--- config.mk ---
export PLATFORM = sky130hd
export DESIGN_NAME = page_frame_table_lru_quota
export DESIGN_NICKNAME = d
export VERILOG_FILES = /design/src/hw/rtl/pftq_pkg.sv /design/src/hw/rtl/page_frame_table_lru_quota.sv
export SDC_FILE = /design/constraint.sdc
export NUM_CORES = 2
export LEC_CHECK = 0
export BUFFER_PORTS_ARGS = -buffer_cell sky130_fd_sc_hd__buf_2
export CORE_UTILIZATION = 40
export CTS_CLUSTER_DIAMETER = 200
export DETAILED_ROUTE_END_ITERATION = 12
export SLEW_MARGIN = 15
export SYNTH_ARGS = -nofsm -noshare
export SYNTH_HDL_FRONTEND = slang
export SYNTH_SLANG_ARGS = --single-unit
--- constraint.sdc ---
create_clock -name clock -period 19.8 [get_ports clock]
set_input_delay 3.96 -clock clock [delete_from_list [all_inputs] [get_ports clock]]
set_output_delay 3.96 -clock clock [all_outputs]
set_load 0.02 [all_outputs]
--- src/hw/rtl/pftq_pkg.sv ---
package pftq_pkg;

   localparam int FILE_BITS   = 16;
   localparam int PAGE_BITS   = 16;
   localparam int STAMP_BITS  = 32;
   localparam int QUOTA_BITS  = 6;
   localparam int FRAME_BITS  = 5;
   localparam int FREED_BITS  = 6;

   localparam logic [QUOTA_BITS-1:0] QUOTA_RESET = 6'd4;

   localparam logic KIND_ACCESS = 1'b0;
   localparam logic KIND_DELETE = 1'b1;

   typedef struct packed {
      logic                 kind;
      logic [FILE_BITS-1:0] file_id;
      logic [PAGE_BITS-1:0] page_number;
   } req_word_type;

   typedef struct packed {
      logic                  hit;
      logic [FRAME_BITS-1:0] frame_index;
      logic                  replaced;
      logic [PAGE_BITS-1:0]  replaced_page;
      logic [FREED_BITS-1:0] freed_count;
   } rsp_word_type;

endpackage

--- src/hw/rtl/page_frame_table_lru_quota.sv ---
// Page frame table with a per-file quota and oldest-allocation replacement.
// An access word looks up (file_id, page_number); on a miss a frame is taken
// from the file's own oldest when it holds its quota, else the lowest free
// frame, else the oldest frame overall. A delete word frees all frames of a
// file. Each word is scanned before the next is accepted: the entry memory
// is read one frame per cycle through its single read port, then a finish
// state decides and writes back. The result sits in an output register, so
// a new word is taken while the previous result waits. No clearing pass is
// needed after reset; frame valid bits are flip-flops cleared by reset.
// csr_word sets the quota; it is to be only written while the block is idle,
// which the block itself does not enforce.
module page_frame_table_lru_quota
   import pftq_pkg::*;
#(
   parameter int FRAME_COUNT = 32
) (
   input  logic                  clock,
   input  logic                  reset,
   input  logic                  req_valid,
   output logic                  req_ready,
   input  req_word_type          req_word,
   output logic                  rsp_valid,
   input  logic                  rsp_ready,
   output rsp_word_type          rsp_word,
   input  logic                  csr_valid,
   output logic                  csr_ready,
   input  logic [QUOTA_BITS-1:0] csr_word
);

   localparam int IDX_BITS = $clog2(FRAME_COUNT);
   localparam int CNT_BITS = $clog2(FRAME_COUNT + 1);
   localparam int CMP_BITS = (CNT_BITS > QUOTA_BITS) ? CNT_BITS : QUOTA_BITS;
   localparam int OUT_BITS = (IDX_BITS > FRAME_BITS) ? IDX_BITS : FRAME_BITS;
   localparam logic [IDX_BITS-1:0] LAST_IDX = IDX_BITS'(FRAME_COUNT - 1);

   localparam logic [1:0] ST_IDLE   = 2'd0;
   localparam logic [1:0] ST_SCAN   = 2'd1;
   localparam logic [1:0] ST_FINISH = 2'd2;

   typedef struct packed {
      logic [FILE_BITS-1:0]  file_id;
      logic [PAGE_BITS-1:0]  page;
      logic [STAMP_BITS-1:0] stamp;
   } entry_type;

   entry_type entry_mem [FRAME_COUNT];
   entry_type rd_data_ff;
   logic      rd_valid_ff;
   logic      mem_we;
   logic [IDX_BITS-1:0] mem_waddr;
   entry_type           mem_wdata;

   logic [FRAME_COUNT-1:0] valid_ff, valid_in;
   logic [1:0]             state_ff, state_in;
   logic [STAMP_BITS-1:0]  stamp_ff, stamp_in;
   logic [QUOTA_BITS-1:0]  quota_ff, quota_in;
   req_word_type           req_ff, req_in;
   rsp_word_type           rsp_ff, rsp_in;
   logic                   rsp_valid_ff, rsp_valid_in;

   logic [IDX_BITS-1:0] addr_ff, addr_in;
   logic                issue_ff, issue_in;
   logic                proc_ff, proc_in;
   logic [IDX_BITS-1:0] proc_idx_ff, proc_idx_in;

   logic [CNT_BITS-1:0]   count_ff, count_in;
   logic                  found_ff, found_in;
   logic [IDX_BITS-1:0]   found_idx_ff, found_idx_in;
   logic                  free_ok_ff, free_ok_in;
   logic [IDX_BITS-1:0]   free_idx_ff, free_idx_in;
   logic                  fbest_ok_ff, fbest_ok_in;
   logic [IDX_BITS-1:0]   fbest_idx_ff, fbest_idx_in;
   logic [STAMP_BITS-1:0] fbest_age_ff, fbest_age_in;
   logic [PAGE_BITS-1:0]  fbest_page_ff, fbest_page_in;
   logic                  gbest_ok_ff, gbest_ok_in;
   logic [IDX_BITS-1:0]   gbest_idx_ff, gbest_idx_in;
   logic [STAMP_BITS-1:0] gbest_age_ff, gbest_age_in;
   logic [PAGE_BITS-1:0]  gbest_page_ff, gbest_page_in;

   logic                  match;
   logic [STAMP_BITS-1:0] age;
   logic [CMP_BITS-1:0]   count_w, quota_w;
   logic [IDX_BITS-1:0]   slot;
   logic                  repl;
   logic [PAGE_BITS-1:0]  repl_page;
   logic [OUT_BITS-1:0]   slot_w;
   logic                  out_free;

   assign req_ready = (state_ff == ST_IDLE);
   assign csr_ready = 1'b1;
   assign rsp_valid = rsp_valid_ff;
   assign rsp_word  = rsp_ff;

   always_ff @(posedge clock) begin
      rd_data_ff  <= entry_mem[addr_ff];
      rd_valid_ff <= valid_ff[addr_ff];
      if (mem_we) begin
         entry_mem[mem_waddr] <= mem_wdata;
      end
   end

   assign match = rd_valid_ff && (rd_data_ff.file_id == req_ff.file_id);
   assign age   = stamp_ff - rd_data_ff.stamp;
   assign count_w = CMP_BITS'(count_ff);
   assign quota_w = (quota_ff == '0) ? CMP_BITS'(1) : CMP_BITS'(quota_ff);
   assign out_free = !rsp_valid_ff || rsp_ready;

   always_comb begin
      if (count_w >= quota_w) begin
         slot      = fbest_idx_ff;
         repl      = 1'b1;
         repl_page = fbest_page_ff;
      end else if (free_ok_ff) begin
         slot      = free_idx_ff;
         repl      = 1'b0;
         repl_page = '0;
      end else begin
         slot      = gbest_idx_ff;
         repl      = 1'b1;
         repl_page = gbest_page_ff;
      end
   end

   always_comb begin
      state_in      = state_ff;
      valid_in      = valid_ff;
      stamp_in      = stamp_ff;
      quota_in      = quota_ff;
      req_in        = req_ff;
      rsp_in        = rsp_ff;
      rsp_valid_in  = rsp_valid_ff;
      addr_in       = addr_ff;
      issue_in      = issue_ff;
      proc_in       = 1'b0;
      proc_idx_in   = addr_ff;
      count_in      = count_ff;
      found_in      = found_ff;
      found_idx_in  = found_idx_ff;
      free_ok_in    = free_ok_ff;
      free_idx_in   = free_idx_ff;
      fbest_ok_in   = fbest_ok_ff;
      fbest_idx_in  = fbest_idx_ff;
      fbest_age_in  = fbest_age_ff;
      fbest_page_in = fbest_page_ff;
      gbest_ok_in   = gbest_ok_ff;
      gbest_idx_in  = gbest_idx_ff;
      gbest_age_in  = gbest_age_ff;
      gbest_page_in = gbest_page_ff;
      mem_we        = 1'b0;
      mem_waddr     = slot;
      mem_wdata     = '{file_id: req_ff.file_id, page: req_ff.page_number, stamp: stamp_ff};
      slot_w        = OUT_BITS'(slot);

      if (rsp_valid_ff && rsp_ready) begin
         rsp_valid_in = 1'b0;
      end
      if (csr_valid) begin
         quota_in = csr_word;
      end

      case (state_ff)
         ST_IDLE: begin
            if (req_valid) begin
               req_in      = req_word;
               addr_in     = '0;
               issue_in    = 1'b1;
               count_in    = '0;
               found_in    = 1'b0;
               free_ok_in  = 1'b0;
               fbest_ok_in = 1'b0;
               gbest_ok_in = 1'b0;
               state_in    = ST_SCAN;
            end
         end
         ST_SCAN: begin
            if (issue_ff) begin
               proc_in = 1'b1;
               if (addr_ff == LAST_IDX) begin
                  issue_in = 1'b0;
               end else begin
                  addr_in = addr_ff + 1'b1;
               end
            end
            if (proc_ff) begin
               if (match) begin
                  count_in = count_ff + 1'b1;
                  if (req_ff.kind == KIND_DELETE) begin
                     valid_in[proc_idx_ff] = 1'b0;
                  end
                  if (!found_ff && rd_data_ff.page == req_ff.page_number) begin
                     found_in     = 1'b1;
                     found_idx_in = proc_idx_ff;
                  end
                  if (!fbest_ok_ff || age > fbest_age_ff) begin
                     fbest_ok_in   = 1'b1;
                     fbest_idx_in  = proc_idx_ff;
                     fbest_age_in  = age;
                     fbest_page_in = rd_data_ff.page;
                  end
               end
               if (rd_valid_ff) begin
                  if (!gbest_ok_ff || age > gbest_age_ff) begin
                     gbest_ok_in   = 1'b1;
                     gbest_idx_in  = proc_idx_ff;
                     gbest_age_in  = age;
                     gbest_page_in = rd_data_ff.page;
                  end
               end else if (!free_ok_ff) begin
                  free_ok_in  = 1'b1;
                  free_idx_in = proc_idx_ff;
               end
               if (proc_idx_ff == LAST_IDX) begin
                  state_in = ST_FINISH;
               end
            end
         end
         ST_FINISH: begin
            if (out_free) begin
               rsp_valid_in = 1'b1;
               rsp_in       = '0;
               state_in     = ST_IDLE;
               if (req_ff.kind == KIND_DELETE) begin
                  rsp_in.freed_count = count_w[FREED_BITS-1:0];
               end else if (found_ff) begin
                  slot_w              = OUT_BITS'(found_idx_ff);
                  rsp_in.hit          = 1'b1;
                  rsp_in.frame_index  = slot_w[FRAME_BITS-1:0];
               end else begin
                  mem_we               = 1'b1;
                  valid_in[slot]       = 1'b1;
                  stamp_in             = stamp_ff + 1'b1;
                  rsp_in.frame_index   = slot_w[FRAME_BITS-1:0];
                  rsp_in.replaced      = repl;
                  rsp_in.replaced_page = repl_page;
               end
            end
         end
         default: begin
            state_in = ST_IDLE;
         end
      endcase
   end

   always_ff @(posedge clock) begin
      if (reset) begin
         state_ff     <= ST_IDLE;
         valid_ff     <= '0;
         stamp_ff     <= '0;
         quota_ff     <= QUOTA_RESET;
         rsp_valid_ff <= 1'b0;
         issue_ff     <= 1'b0;
         proc_ff      <= 1'b0;
      end else begin
         state_ff     <= state_in;
         valid_ff     <= valid_in;
         stamp_ff     <= stamp_in;
         quota_ff     <= quota_in;
         rsp_valid_ff <= rsp_valid_in;
         issue_ff     <= issue_in;
         proc_ff      <= proc_in;
      end
   end

   always_ff @(posedge clock) begin
      req_ff        <= req_in;
      rsp_ff        <= rsp_in;
      addr_ff       <= addr_in;
      proc_idx_ff   <= proc_idx_in;
      count_ff      <= count_in;
      found_ff      <= found_in;
      found_idx_ff  <= found_idx_in;
      free_ok_ff    <= free_ok_in;
      free_idx_ff   <= free_idx_in;
      fbest_ok_ff   <= fbest_ok_in;
      fbest_idx_ff  <= fbest_idx_in;
      fbest_age_ff  <= fbest_age_in;
      fbest_page_ff <= fbest_page_in;
      gbest_ok_ff   <= gbest_ok_in;
      gbest_idx_ff  <= gbest_idx_in;
      gbest_age_ff  <= gbest_age_in;
      gbest_page_ff <= gbest_page_in;
   end

endmodule

# ---- Yosys cells after proc, flatten, opt, wreduce, memory -nomap -nowiden
# Memory sizes are Yosys's and may differ from the RTL's. A register that Yosys moved wholly into a read port is not among the register bits.
# Cells that the tools add are included.
dict set report word_totals {
  wordCells 172
  mem_count 1
  ram_bits 2048
  out_inout_bits 32
  in_bits 44
  reg_bits 274
}
dict set report op_classes {
  n_addsub 4
  mux 65
  n_reduce_logical 34
  n_eq_ne 21
  n_bitwise 8
  n_lt_le_gt_ge 8
}
# memory depth width rd rd_ports_with_merged_regs write_ports line_no
set mem_list {}
lappend mem_list {entry_mem 32 64 1 1 1 page_frame_table_lru_quota.sv:46} ;# entry_type entry_mem [FRAME_COUNT];
# operator count
set ops {}
lappend ops {{32-bit two-way mux} 6}
lappend ops {{32-bit greater-than comparator} 2}
lappend ops {{32-bit case mux with 2 select lines} 1}
lappend ops {{4-bit AND reduction} 9}
lappend ops {{32-bit by 1-bit adder with 32-bit output, second input constant} 1}
lappend ops {{32-bit bitwise AND} 1}
lappend ops {{16-bit == test} 2}
lappend ops {{16-bit two-way mux} 2}
lappend ops {{32-bit inverter} 1}
lappend ops {{32-bit OR} 1}
lappend ops {{32-bit subtractor} 1}
lappend ops {{1-bit two-way mux} 31}
lappend ops {{5-bit two-way mux} 6}
lappend ops {{2-bit != test, second input constant} 15}
lappend ops {{6-bit two-way mux} 4}
lappend ops {{5-bit by 6-bit less-than comparator with 1-bit output, second input constant} 3}
lappend ops {{5-bit AND reduction} 3}
lappend ops {{6-bit case mux with 2 select lines} 1}
lappend ops {{1-bit demux with 5-bit select} 2}
lappend ops {{5-bit == test, second input constant} 2}
lappend ops {{5-bit by 1-bit greater-or-equal comparator with 1-bit output, second input constant} 2}
lappend ops {{1-bit case mux with 2 select lines} 5}
lappend ops {{5-bit case mux with 2 select lines} 1}
lappend ops {{2-bit two-way mux} 4}
lappend ops {{17 further kinds} 34}

# ---- Longest topological paths before layout
dict set report depth {
  word_depth 13
  mapped_depth 20
}

# ---- Worst setup path after synthesis
# OpenSTA, ideal clock, no wires.
dict set report synth_timing {
  kind {in2reg}
  startpoint {in rsp_ready}
  endpoint {mem entry_mem[21][0] (netlist name) (enable)}
  setup_ns 0.664
  t_arrival_ns 11.018
  setup_slack_ns 8.118
  stages 4
  path_cell_list {nor2b_1 > nor3_4 > nand4b_1 > o41ai_1}
}
dict set report synth_via {
  elab_chain_len 5
}
# item line_no
set synth_lines {}
lappend synth_lines {{start: declaration} page_frame_table_lru_quota.sv:23} ;# input logic rsp_ready,
lappend synth_lines {{1-bit logical OR} page_frame_table_lru_quota.sv:106} ;# assign out_free = !rsp_valid_ff || rsp_ready;
lappend synth_lines {{1-bit two-way mux} page_frame_table_lru_quota.sv:218} ;# if (out_free) begin
lappend synth_lines {{1-bit two-way mux} page_frame_table_lru_quota.sv:161} ;# case (state_ff)
lappend synth_lines {{1-bit two-way mux} page_frame_table_lru_quota.sv:97} ;# if (mem_we) begin
lappend synth_lines {{1-bit two-way mux (not written as such)} page_frame_table_lru_quota.sv:98} ;# entry_mem[mem_waddr] <= mem_wdata;
lappend synth_lines {{end: declaration} page_frame_table_lru_quota.sv:46}
# No other way between the ends.

# ---- Worst setup path after layout
dict set report layout_timing {
  startpoint {reg stamp_ff[0]}
  endpoint {reg gbest_age_ff[18] (enable)}
}
dict set report layout_via {
  elab_chain_len 4
}
# item line_no
set layout_lines {}
lappend layout_lines {{start: declaration} page_frame_table_lru_quota.sv:55} ;# logic [STAMP_BITS-1:0] stamp_ff, stamp_in;
lappend layout_lines {{start signal: assignment} page_frame_table_lru_quota.sv:256} ;# stamp_ff <= stamp_in;
lappend layout_lines {{32-bit subtractor} page_frame_table_lru_quota.sv:103} ;# assign age = stamp_ff - rd_data_ff.stamp;
lappend layout_lines {{net age[30]} page_frame_table_lru_quota.sv:81} ;# logic [STAMP_BITS-1:0] age;
lappend layout_lines {{32-bit greater-than comparator} page_frame_table_lru_quota.sv:202} ;# if (!gbest_ok_ff || age > gbest_age_ff) begin
lappend layout_lines {{1-bit logical OR} page_frame_table_lru_quota.sv:202}
lappend layout_lines {{4-bit AND reduction (no source line)} --}
lappend layout_lines {{end signal: assignment} page_frame_table_lru_quota.sv:280} ;# gbest_age_ff <= gbest_age_in;
lappend layout_lines {{end: declaration} page_frame_table_lru_quota.sv:77} ;# logic [STAMP_BITS-1:0] gbest_age_ff, gbest_age_in;
# The timed path passes the listed nets, and every way through them passes these cells.
# A chain may end at the register's enable or synchronous reset.

==> results.yml <==
status:
  status: "complete, no violations"
timing:
  max_freq_mhz: 149.8
  setup_ws_ps: 13130
  worstMarginPinSlew_ps: 1158
  relSlewSlack: 0.2252
  period_share: 0.3371
  slew_viol_final: 0
  setup_viol: 0
  skew_ps: 81.06
  tns_ps: 0
  finalCriticalPeriod_ps: 6674
  rsz0062_at_grt: "false"
  holdWs_ps: 476.1
  hold_viol: 0
cts:
  clkLatencyLatePin_ps: 880
  clock_sinks: 2386
  ctsHoldBuffers: 0
  cts_tree: "built"
  cts_root_buffer: "clkbuf_16"
  postCtsSetupBuffers: 0
  clk_pin_slew_worst_paths_ps: 70
  cts_resized: 0
  clockBufferDepth: 3
  ctsHtreeMaxLevel: 4
  cts_buffers: 228
worst_setup_path:
  crit_top_cell: "ha_1"
  cp_max_fo: 36
  crit_type: "reg2reg"
  cp-start-kind: "register"
  cpLargestDelayFamily: "simple AND/OR/NAND/NOR gates"
  cp.arrival_ps: 7130
  worst_path_max_delay_cell: "dfxtp_2"
  crit_path_end_kind: "register"
  path_buf_inv: 2
  r2r_cells: 19
  max_stage_delay_ps: 750
  path_cells: "inv_1 -> ha_1 -> fa_1 -> and2b_1 -> o2111ai_1 -> and3_1 -> o311a_1 -> o21ai_2 -> o31a_1 -> nor4b_1 -> a311oi_1 -> ha_1 -> nand4_1 -> or2_2 -> nor3_1 -> a32o_1 -> nand2_1 -> nor2_4 -> buf_4"
  cp.depth: 19
  critPathRequiredTime_ps: 20260
placement:
  portBuffers: 74
  pre_cts_ws_ps: 12390
  gp_congestion: 0.8237
  dp_hpwl_um: 130500
yosys:
  syn_nets: 4451
  yosys.area.top_type: "edfxtp_1"
  synthesis.area_um2: 92890
  ys_top_cells_by_area: "edfxtp_1, mux4_2, dfxtp_1"
  synth_edf_count: 2241
  ys_seq_elements: 2386
  seq_area_frac_synth: 0.7557
  synth_ff_type: "edfxtp_1"
  async_flop_share: 0
  synth_top_area_share: 0.7245
  synthCells: 4301
  ys_warn_count: 0
  synth_cell_type_count: 71
  avgSynthCellArea_um2: 21.60
layout:
  final_cell_mix: "edfxtp_1, mux4_2, clkbuf_16, dfxtp_1, inv_1"
  drive_gt1_frac: 0.2739
  syn_to_final_growth_pct: 12.81
  fin_util: 0.4549
  final_common_cell: "edfxtp_1"
  nets: 4673
floorplanning:
  start_util: 0.4033
  die_y_um: 483.9
  coreArea_um2: 230300
  ios: 76
  rows: 176
  die_area_um2: 234100
  die_x_um: 483.9
route:
  vias_per_cell: 5.634
  ant_nets: 0
  wirelength_um: 226700
  drtPass1Iterations: 6
  drc_errors: 0
  wl_per_cell_um: 29.23
  vias: 43690
  dr.first_iter.drc_count: 4511
global_route:
  grt_pass1_vias: 44620
  grt_max_degree: 119
  grt_util_all_layers: 0.1940
  grt_pass1_wl_um: 327400
  antenna_found_initial: 22
  grt-ovfl-total: 0
pwr:
  power.leakage_nw: 35.27
  peakVddDrop_uv: 86.08
  p_per_area_nw_per_um2: 101.0
hold_path:
  hold_depth: 2
  min_path_type: "reg2reg"
run:
  cap_violations: 0
metrics by stage:
stage	total power, mW	instances	cell area (um2)
4_1_cts	10.66	7750	104800
3_5_place_dp	6.320	7319	97260
2_1_floorplan	6.109	4301	92890
3_3_place_gp	6.315	7319	97260
6_report	10.58	7754	104800
5_1_grt	10.87	7750	104800
worst reg2reg max path, delay by kind of cell (launching register included):
kind	cells	cell delay [ps]
compound gates	6	1970
flops	1	750
fa+ha+maj	3	860
buf+inv	2	660
simple gates	8	2070
area by class of cell:
type | count | area (um2)
tap | 3026 | 3786
clock buffer | 293 | 6153
antenna | 4 | 10.01
fill | 19110 | 125600
multi-input combinational | 1588 | 21420
clock inverter | 138 | 1356
sequential | 2386 | 70210
inverter | 143 | 656.9
timing repair buffer | 176 | 1189
layer usage:
| layer | track usage | wire (um) | up-vias | share of wire |
|---|---|---|---|---|
| li1 | - | - | 18300 | - |
| met1 | 0.2772 | 97590 | 23650 | 0.43 |
| met2 | 0.3094 | 108800 | 1444 | 0.48 |
| met3 | 0.02841 | 14340 | 296 | 0.063 |
| met4 | 0.05635 | 5938 | 0 | 0.026 |
| met5 | 0 | 0 | - | 0 |
synth_stat cells (16+ instances only):
| master | number |
|---|---|
| a21o_1 | 39 |
| a21oi_1 | 100 |
| buf_1 | 16 |
| buf_2 | 40 |
| buf_4 | 21 |
| clkbuf_1 | 104 |
| dfxtp_1 | 145 |
| edfxtp_1 | 2241 |
| ha_1 | 105 |
| inv_1 | 143 |
| mux2_2 | 70 |
| mux4_2 | 650 |
| nand2_1 | 114 |
| nand3_1 | 38 |
| nand4_1 | 26 |
| nor2_1 | 89 |
| o21a_1 | 26 |
| o21ai_0 | 54 |
| xnor2_1 | 39 |
| xor2_1 | 53 |
registers in the layout, indices dropped and copies added (netlist names), 2 cells and up:
| name | count |
|---|---|
| addr_ff | 5 |
| count_ff | 6 |
| entry_mem | 2048 |
| fbest_age_ff | 32 |
| fbest_idx_ff | 5 |
| fbest_page_ff | 16 |
| found_idx_ff | 5 |
| free_idx_ff | 5 |
| gbest_age_ff | 32 |
| gbest_idx_ff | 5 |
| gbest_page_ff | 16 |
| mem_wdata | 32 |
| proc_idx_ff | 5 |
| quota_ff | 6 |
| rd_data_ff | 64 |
| rsp_word | 29 |
| stamp_ff | 32 |
| state_ff | 2 |
| valid_ff | 32 |
logic make-up after synthesis:
family          share of synthesized area
mux                                0.1678
flops                              0.7557
simple gates                      0.01979
fa+ha+maj                         0.01436
other cells                    0.00004037
xor+xnor                         0.008675
buf+inv                           0.01484
compound gates                    0.01871
power by group:
group	switching (mW)	internal [mW]	total, mW
clock	1.91	2.47	4.38
combinational	0.382	0.273	0.655
sequential	0.0313	5.51	5.55
worst paths after layout:
kind,startpoint,endpoint,slack [ps]
max reg2reg,stamp_ff[0],gbest_age_ff[18],13130
max,stamp_ff[0],gbest_age_ff[18],13130
min reg2reg,issue_ff,proc_ff,480
min,issue_ff,proc_ff,480
(Power assumes the default switching activity.)
